--- src/sv/lfps_pkg.sv ---
package lfps_pkg;

  localparam int unsigned GAIN_W             = 16;
  localparam int unsigned SPEED_W            = 8;
  localparam int unsigned ERR_W              = 3;
  localparam int unsigned DERIV_W            = 4;
  localparam int unsigned CFG_IDX_W          = 3;
  localparam int unsigned CFG_DATA_W         = 16;
  localparam int unsigned GAIN_FRAC_BITS_DEF = 12;

  // digit term range is -9..9, running high part stays within that too
  localparam int unsigned ACC_HI_W = 6;
  localparam int unsigned SUM_W    = ACC_HI_W + GAIN_W;

  localparam logic [GAIN_W-1:0]  PROP_GAIN_RST   = 16'd8192;
  localparam logic [GAIN_W-1:0]  DERIV_GAIN_RST  = 16'd82;
  localparam logic [SPEED_W-1:0] BASE_SPEED_RST  = 8'd20;
  localparam logic [SPEED_W-1:0] SPEED_LIMIT_RST = 8'd35;

  typedef enum logic [1:0] {
    MODE_STEER   = 2'd0,
    MODE_STOPPED = 2'd1,
    MODE_LOST    = 2'd2
  } drive_mode_e;

  typedef enum logic [CFG_IDX_W-1:0] {
    REG_PROP_GAIN   = 3'd0,
    REG_DERIV_GAIN  = 3'd1,
    REG_BASE_SPEED  = 3'd2,
    REG_SPEED_LIMIT = 3'd3
  } cfg_reg_e;

  typedef struct packed {
    logic busy;
    logic last;
  } mac_stat_t;

  // weighted sensor position, truncated toward zero
  function automatic logic signed [ERR_W-1:0] line_pos(input logic [3:0] bits);
    logic signed [ERR_W-1:0] pos;
    case (bits)
      4'd1:    pos = -3'sd3;
      4'd2:    pos = -3'sd1;
      4'd3:    pos = -3'sd2;
      4'd4:    pos = 3'sd1;
      4'd5:    pos = -3'sd1;
      4'd7:    pos = -3'sd1;
      4'd8:    pos = 3'sd3;
      4'd10:   pos = 3'sd1;
      4'd12:   pos = 3'sd2;
      4'd14:   pos = 3'sd1;
      default: pos = 3'sd0;
    endcase
    return pos;
  endfunction

endpackage

--- src/sv/lfps_serial_mac.sv ---
module lfps_serial_mac
  import lfps_pkg::*;
(
  input  logic                     clk_i,
  input  logic                     rst_ni,
  input  logic                     start_i,
  input  logic [GAIN_W-1:0]        prop_gain_i,
  input  logic [GAIN_W-1:0]        deriv_gain_i,
  input  logic signed [ERR_W-1:0]  err_i,
  input  logic signed [DERIV_W-1:0] deriv_i,
  output mac_stat_t                stat_o,
  output logic signed [SUM_W-1:0]  sum_o
);

  localparam int unsigned CNT_W = $clog2(GAIN_W);
  localparam logic [CNT_W-1:0] CntLast = CNT_W'(GAIN_W - 1);

  logic                       busy_q, busy_d;
  logic [CNT_W-1:0]           cnt_q, cnt_d;
  logic [GAIN_W-1:0]          p_sr_q, p_sr_d;
  logic [GAIN_W-1:0]          d_sr_q, d_sr_d;
  logic signed [ERR_W-1:0]    err_q, err_d;
  logic signed [DERIV_W-1:0]  deriv_q, deriv_d;
  logic signed [ACC_HI_W-1:0] hi_q, hi_d;
  logic [GAIN_W-1:0]          lo_q, lo_d;

  logic signed [ACC_HI_W-1:0] term;
  logic signed [ACC_HI_W-1:0] tmp;

  // one gain bit of each gain per cycle, lsb first
  always_comb begin
    term = '0;
    if (p_sr_q[0]) begin
      term = term + ACC_HI_W'(err_q);
    end
    if (d_sr_q[0]) begin
      term = term + ACC_HI_W'(deriv_q);
    end
    tmp = hi_q + term;
  end

  always_comb begin
    busy_d  = busy_q;
    cnt_d   = cnt_q;
    p_sr_d  = p_sr_q;
    d_sr_d  = d_sr_q;
    err_d   = err_q;
    deriv_d = deriv_q;
    hi_d    = hi_q;
    lo_d    = lo_q;
    if (start_i) begin
      busy_d  = 1'b1;
      cnt_d   = '0;
      p_sr_d  = prop_gain_i;
      d_sr_d  = deriv_gain_i;
      err_d   = err_i;
      deriv_d = deriv_i;
      hi_d    = '0;
      lo_d    = '0;
    end else if (busy_q) begin
      p_sr_d = p_sr_q >> 1;
      d_sr_d = d_sr_q >> 1;
      lo_d   = {tmp[0], lo_q[GAIN_W-1:1]};
      hi_d   = tmp >>> 1;
      cnt_d  = cnt_q + 1'b1;
      if (cnt_q == CntLast) begin
        busy_d = 1'b0;
      end
    end
  end

  always_ff @(posedge clk_i or negedge rst_ni) begin
    if (!rst_ni) begin
      busy_q <= 1'b0;
      cnt_q  <= '0;
    end else begin
      busy_q <= busy_d;
      cnt_q  <= cnt_d;
    end
  end

  always_ff @(posedge clk_i) begin
    p_sr_q  <= p_sr_d;
    d_sr_q  <= d_sr_d;
    err_q   <= err_d;
    deriv_q <= deriv_d;
    hi_q    <= hi_d;
    lo_q    <= lo_d;
  end

  assign stat_o = '{busy: busy_q, last: busy_q && (cnt_q == CntLast)};
  assign sum_o  = {hi_q, lo_q};

endmodule

--- src/sv/line_follow_pd_steering.sv ---
// a steering transaction passes through the bit-serial gain multiply, scale and clamp
// before the output load; when stopped or line lost it goes straight to the output load
// one transaction at a time: a new one is accepted only in idle, after the previous
// result has been loaded into the output register; that load waits while the output is full
// reset: gains, speeds and limit to their defaults, previous error to 0, output empty
module line_follow_pd_steering
  import lfps_pkg::*;
#(
  parameter int unsigned GAIN_FRAC_BITS = GAIN_FRAC_BITS_DEF
) (
  input  logic                  clk_i,
  input  logic                  rst_ni,
  input  logic                  in_valid_i,
  output logic                  in_ready_o,
  input  logic [3:0]            sensor_bits_i,
  input  logic                  run_i,
  output logic                  out_valid_o,
  input  logic                  out_ready_i,
  output logic [SPEED_W-1:0]    left_speed_o,
  output logic [SPEED_W-1:0]    right_speed_o,
  output logic [1:0]            drive_mode_o,
  output logic signed [ERR_W-1:0] line_error_o,
  input  logic                  cfg_valid_i,
  output logic                  cfg_ready_o,
  input  logic [CFG_IDX_W-1:0]  cfg_index_i,
  input  logic [CFG_DATA_W-1:0] cfg_data_i
);

  localparam int unsigned SPD_W = SUM_W + 1;
  localparam logic signed [SUM_W-1:0] RoundBias = SUM_W'((1 << GAIN_FRAC_BITS) - 1);

  typedef enum logic [2:0] {
    ST_IDLE,
    ST_MAC,
    ST_SCALE,
    ST_CLAMP,
    ST_HOLD
  } state_e;

  logic [GAIN_W-1:0]  prop_gain_q, deriv_gain_q;
  logic [SPEED_W-1:0] base_speed_q, speed_limit_q;
  logic signed [ERR_W-1:0] prev_err_q;

  state_e state_q;
  logic signed [SUM_W-1:0]  corr_q;
  logic [SPEED_W-1:0]       res_left_q, res_right_q;
  logic [1:0]               res_mode_q;
  logic signed [ERR_W-1:0]  res_err_q;
  logic                     out_valid_q;
  logic [SPEED_W-1:0]       out_left_q, out_right_q;
  logic [1:0]               out_mode_q;
  logic signed [ERR_W-1:0]  out_err_q;

  logic                      in_fire;
  logic                      found;
  logic signed [ERR_W-1:0]   err_in;
  logic signed [DERIV_W-1:0] deriv_in;
  logic                      mac_start;
  mac_stat_t                 mac_stat;
  logic signed [SUM_W-1:0]   mac_sum;
  logic signed [SUM_W-1:0]   scaled;
  logic signed [SPD_W-1:0]   left_v, right_v;
  logic                      out_free;

  function automatic logic [SPEED_W-1:0] clamp_speed(input logic signed [SPD_W-1:0] v,
                                                     input logic [SPEED_W-1:0] lim);
    logic [SPEED_W-1:0] r;
    if (v > $signed({{(SPD_W-SPEED_W){1'b0}}, lim})) begin
      r = lim;
    end else if (v < 0) begin
      r = '0;
    end else begin
      r = v[SPEED_W-1:0];
    end
    return r;
  endfunction

  assign cfg_ready_o = 1'b1;

  always_ff @(posedge clk_i or negedge rst_ni) begin
    if (!rst_ni) begin
      prop_gain_q   <= PROP_GAIN_RST;
      deriv_gain_q  <= DERIV_GAIN_RST;
      base_speed_q  <= BASE_SPEED_RST;
      speed_limit_q <= SPEED_LIMIT_RST;
    end else if (cfg_valid_i && cfg_ready_o) begin
      unique case (cfg_index_i)
        REG_PROP_GAIN:   prop_gain_q   <= cfg_data_i;
        REG_DERIV_GAIN:  deriv_gain_q  <= cfg_data_i;
        REG_BASE_SPEED:  base_speed_q  <= cfg_data_i[SPEED_W-1:0];
        REG_SPEED_LIMIT: speed_limit_q <= cfg_data_i[SPEED_W-1:0];
        default: ;
      endcase
    end
  end

  assign in_ready_o = (state_q == ST_IDLE);
  assign in_fire    = in_valid_i && in_ready_o;
  assign found      = |sensor_bits_i;
  assign err_in     = line_pos(sensor_bits_i);
  assign deriv_in   = DERIV_W'(err_in) - DERIV_W'(prev_err_q);
  assign mac_start  = in_fire && run_i && found;

  lfps_serial_mac u_mac (
    .clk_i        (clk_i),
    .rst_ni       (rst_ni),
    .start_i      (mac_start),
    .prop_gain_i  (prop_gain_q),
    .deriv_gain_i (deriv_gain_q),
    .err_i        (err_in),
    .deriv_i      (deriv_in),
    .stat_o       (mac_stat),
    .sum_o        (mac_sum)
  );

  // truncate toward zero: bias negative sums before the arithmetic shift
  assign scaled  = (mac_sum + (mac_sum[SUM_W-1] ? RoundBias : SUM_W'(0))) >>> GAIN_FRAC_BITS;
  assign left_v  = $signed({{(SPD_W-SPEED_W){1'b0}}, base_speed_q})
                 - $signed({corr_q[SUM_W-1], corr_q});
  assign right_v = $signed({{(SPD_W-SPEED_W){1'b0}}, base_speed_q})
                 + $signed({corr_q[SUM_W-1], corr_q});
  assign out_free = !out_valid_q || out_ready_i;

  always_ff @(posedge clk_i or negedge rst_ni) begin
    if (!rst_ni) begin
      state_q     <= ST_IDLE;
      prev_err_q  <= '0;
      corr_q      <= '0;
      res_left_q  <= '0;
      res_right_q <= '0;
      res_mode_q  <= MODE_STEER;
      res_err_q   <= '0;
      out_valid_q <= 1'b0;
      out_left_q  <= '0;
      out_right_q <= '0;
      out_mode_q  <= MODE_STEER;
      out_err_q   <= '0;
    end else begin
      // in the hold state the output register is reloaded instead
      if (out_valid_q && out_ready_i && (state_q != ST_HOLD)) begin
        out_valid_q <= 1'b0;
      end
      unique case (state_q)
        ST_IDLE: begin
          if (in_fire) begin
            res_left_q  <= '0;
            res_right_q <= '0;
            res_err_q   <= '0;
            if (!run_i) begin
              res_mode_q <= MODE_STOPPED;
              state_q    <= ST_HOLD;
            end else if (!found) begin
              res_mode_q <= MODE_LOST;
              state_q    <= ST_HOLD;
            end else begin
              res_mode_q <= MODE_STEER;
              res_err_q  <= err_in;
              prev_err_q <= err_in;
              state_q    <= ST_MAC;
            end
          end
        end
        ST_MAC: begin
          if (mac_stat.last) begin
            state_q <= ST_SCALE;
          end
        end
        ST_SCALE: begin
          corr_q  <= scaled;
          state_q <= ST_CLAMP;
        end
        ST_CLAMP: begin
          res_left_q  <= clamp_speed(left_v, speed_limit_q);
          res_right_q <= clamp_speed(right_v, speed_limit_q);
          state_q     <= ST_HOLD;
        end
        ST_HOLD: begin
          if (out_free) begin
            out_valid_q <= 1'b1;
            out_left_q  <= res_left_q;
            out_right_q <= res_right_q;
            out_mode_q  <= res_mode_q;
            out_err_q   <= res_err_q;
            state_q     <= ST_IDLE;
          end
        end
        default: state_q <= ST_IDLE;
      endcase
    end
  end

  assign out_valid_o   = out_valid_q;
  assign left_speed_o  = out_left_q;
  assign right_speed_o = out_right_q;
  assign drive_mode_o  = out_mode_q;
  assign line_error_o  = out_err_q;

  a_mac_only_in_mac: assert property (@(posedge clk_i) disable iff (!rst_ni)
    mac_stat.busy |-> (state_q == ST_MAC))
    else $error("multiplier busy outside its state");

  a_mac_runs_in_mac: assert property (@(posedge clk_i) disable iff (!rst_ni)
    (state_q == ST_MAC) |-> mac_stat.busy)
    else $error("waiting on an idle multiplier");

  a_idle_speeds: assert property (@(posedge clk_i) disable iff (!rst_ni)
    (out_valid_o && (drive_mode_o != MODE_STEER)) |->
      (left_speed_o == '0 && right_speed_o == '0 && line_error_o == '0))
    else $error("speeds not zero while stopped or lost");

  a_speed_bound: assert property (@(posedge clk_i) disable iff (!rst_ni)
    out_valid_o |-> (left_speed_o <= speed_limit_q && right_speed_o <= speed_limit_q))
    else $error("speed above limit");

  a_steer_starts_mac: assert property (@(posedge clk_i) disable iff (!rst_ni)
    (in_fire && run_i && found) |=> (state_q == ST_MAC && mac_stat.busy))
    else $error("steering transaction did not start the multiplier");

endmodule

--- config.mk ---
export PLATFORM = sky130hd
export DESIGN_NAME = line_follow_pd_steering
export DESIGN_NICKNAME = d
export VERILOG_FILES = /design/src/sv/lfps_pkg.sv /design/src/sv/lfps_serial_mac.sv /design/src/sv/line_follow_pd_steering.sv
export SDC_FILE = /design/constraint.sdc
export NUM_CORES = 1
export LEC_CHECK = 0
export ABC_AREA = 1
export ABC_CLOCK_PERIOD_IN_PS = 3000
export BUFFER_PORTS_ARGS = -buffer_cell sky130_fd_sc_hd__buf_2
export CORE_ASPECT_RATIO = 1.1
export CORE_MARGIN = 4
export CORE_UTILIZATION = 50
export DETAILED_ROUTE_END_ITERATION = 16
export GPL_TIMING_DRIVEN = 1
export PLACE_DENSITY = 0.7
export SETUP_SLACK_MARGIN = 0.4
export SLEW_MARGIN = 10
export SYNTH_ARGS = -nofsm -noshare
export SYNTH_HDL_FRONTEND = slang
export SYNTH_HIERARCHICAL = 1
export SYNTH_SLANG_ARGS = --single-unit
export TNS_END_PERCENT = 5
--- constraint.sdc ---
create_clock -name clk_i -period 3 [get_ports clk_i]
set_input_delay 0.45 -clock clk_i [delete_from_list [all_inputs] [get_ports clk_i]]
set_output_delay 0.45 -clock clk_i [all_outputs]
set_load 0.05 [all_outputs]
==> run_results.csv <==
group,metric,value,unit
routing,drt_iter0_drc,405,
layout,drive_above_1_share,19.15,%
cts,hold_buffers,0,
synth,yosys_warnings,6,
routing,wl_met2,9.499,mm
timing,clock_skew,0.01127,ns
layout,nets,1257,
synth,synth_nets,1183,
worst_setup_path,reg2regPathDepth,22,
global_route,grt_start_max_net_pins,69,
timing,slew_headroom,38.80,%
job,max_cap_viol_count,0,
synth,synthesis.area,9188,sq um
routing,drc,0,
routing,wl_met3,629,microns
global_route,grt-ovfl-total,0,
pwr,power,12.42,mW
cts,clock_path_buffers,2,
layout,final_cells,1418,
pwr,clock_power_share,18.9,%
worst_setup_path,rrSetupSlack,-0.02,ns
cts,htreeDepth,4,
floorplan,ios,53,
floorplan,die_area,20610,sq um
timing,fmax,0.3309,GHz
routing,wl_per_cell,13.52,microns
pwr,power.internal,7.082,mW
pwr,peakVddDrop,544.7,uV
layout,antennaDiodeCount,0,
worst_setup_path,end_kind,"register",
placement,dp.cells,1379,
cts,cts.sinks,172,
timing,holdWs,0.006432,ns
worst_setup_path,critPathBufInv,4,
global_route,grt_pass1_wl,32.26,mm
floorplan,die_h,150.2,microns
placement,dp_slack,-0.02271,ns
routing,drt_pass1_iterations,5,
placement,finalWeightedCongestion,0.9100,
run_status,status,"finished with violations",
worst_setup_path,worstPathMaxFanout,8,
floorplan,core_area,17870,sq um
timing,fin_crit_sh,100.7,%
synth,syn_inst,1093,
floorplan,core.rowCount,51,
routing,viasPerCell,5.095,
cts,cts_root_buffer,"clkbuf_16",
run_status,violations,"negative setup slack",
routing,drt_wl_total,19.17,mm
worst_setup_path,critPathArrivalTime,3.39,ns
pwr,power.leakage,5.587,nW
routing,drtAntennaViolNets,0,
timing,period_needed,3.022,ns
timing,fin_ws,-0.02220,ns
placement,dpl.hpwl,13.52,mm
pwr,swShare,42.98,%
timing,tightestPinTransition,0.9158,ns
floorplan,start_util,51.42,%
synth,avgSynthCellArea,8.406,sq um
global_route,track_usage,19.54,%
worst_setup_path,worst_setup_path_start_kind,"register",
routing,drt-met1-wl,8.651,mm
worst_setup_path,crit_required,3.37,ns
timing,setup_violations,8,
cts,cts_tree,"built",
layout,layout_commonest_cell,"nand2_1",
worst_setup_path,slowest_delay,0.38,ns
layout,layout_common_cells,"nand2_1 (326), inv_1 (147), dfrtp_1 (103)",
placement,portBuffers,51,
pwr,seqPwrFrac,31.3,%
cts,worstSkewPairLatency,0.44,ns
global_route,grt_pass1_vias,6759,
layout,postLayoutCoreUtil,60.17,%
floorplan,die_w,137.2,microns
timing,slew_viol_final,0,
routing,highest_layer,"met4",
worst_setup_path,r2r-end,"res_right_q[5]$_DFFE_PN0P_",
min_path,hold_class,"primary input to async pin",
pwr,p_sw,5.338,mW
cts,path_clk_slew,0.07,ns
cts,numCtsBuffers,17,
timing,finalSetupTns,-0.1457,ns
pwr,combPwrFrac,49.8,%
placement,postPlaceCellArea,9863,sq um
timing,finalHoldViolations,0,
worst_setup_path,crit_family,"simple AND/OR/NAND/NOR gates",
pwr,power.density,1155,nW/um^2
layout,syn_to_final_growth,17.01,%
worst_setup_path,r2r_start,"base_speed_q[0]$_DFFE_PN0P_",
global_route,grt_antenna_before_repair,0,
worst_setup_path,path_cells,"ha_2, inv_2, fa_2, or2_1, o21ai_2, a21oi_2, xor2_1, inv_1, ha_4, nand2_1, inv_1, a21oi_2, nand2_1, nand2_1, nand2_1, nand2_2, nand2_4, nor2_8, inv_4, nand3_1, nand2_1, nand2_1",
worst_setup_path,crit_top_cell,"nand2_1",
timing,rsz0062_at_grt,"yes",
routing,vias,7225,
worst_setup_path,crit_path_top_delay_cell,"dfrtp_1",
worst_setup_path,worstSetupPathType,"register to register",
layout,stdcell_area,10750,sq um
-- flip-flops by register name, summed over array words and instances, names as in the netlist --
register,count
speed_limit_q,8
res_err_q,3
res_mode_q,2
out_valid_o,1
u_mac/err_q,3
u_mac/hi_q,5
deriv_gain_q,16
prop_gain_q,16
u_mac/p_sr_q,16
u_mac/d_sr_q,16
u_mac/busy_q,1
drive_mode_o,2
state_q,3
line_error_o,3
res_left_q,8
u_mac/lo_q,16
left_speed_o,8
res_right_q,8
corr_q,10
u_mac/cnt_q,4
u_mac/deriv_q,4
base_speed_q,8
prev_err_q,3
right_speed_o,8
-- worst max path at each step --
stage | from | to | slack [ns] | depth (start not counted)
final | base_speed_q[0]$_DFFE_PN0P_ | res_right_q[5]$_DFFE_PN0P_ | -0.02 | 22
after global routing | base_speed_q[0]$_DFFE_PN0P_ | res_right_q[0]$_DFFE_PN0P_ | -0.21 | 22
after CTS | base_speed_q[0]$_DFFE_PN0P_ | res_right_q[4]$_DFFE_PN0P_ | 0.03 | 22
after detailed placement | base_speed_q[0]$_DFFE_PN0P_ | res_left_q[0]$_DFFE_PN0P_ | -0.02 | 24
after global placement | base_speed_q[0]$_DFFE_PN0P_ | res_left_q[1]$_DFFE_PN0P_ | 0.07 | 24
after floorplan | state_q[0]$_DFFE_PN0P_ | u_mac/d_sr_q[0]$_DFFE_PP_ | 0.15 | 9
-- power groups by stage --
stage	Sequential [mW]	Clock, mW	Combinational, mW
after floorplan	4.10	0	3.89
after global placement	3.90	0	5.47
after detailed placement	3.93	0	5.58
after CTS	3.89	2.39	5.79
after global routing	4.00	2.48	6.97
final	3.89	2.35	6.19
-- area by class of cell --
class | instances | area, sq um
clock buffers | 17 | 425.4
inverters | 168 | 633.1
flip-flops and latches | 172 | 4405
repair buffers | 81 | 538.0
clock inverters | 15 | 206.4
well taps | 238 | 297.8
fillers | 1570 | 7117
multi-input cells | 727 | 4244
-- repair_timing --
item / in CTS / in global routing
endpoints found under the setup margin: 18 / 64
gates cloned: 1 / 1
setup buffers: 2 / 3
gates resized for setup: 9 / 34
pin swaps: 9 / 25
-- metal layers --
layer / up-vias / global-route usage (%)
li1: 3686 / -
met1: 3374 / 25.16
met2: 135 / 33.17
met3: 30 / 3.476
met4: 0 / 6.786
met5: - / 0
Note: power is estimated with default switching activity, not from simulation.
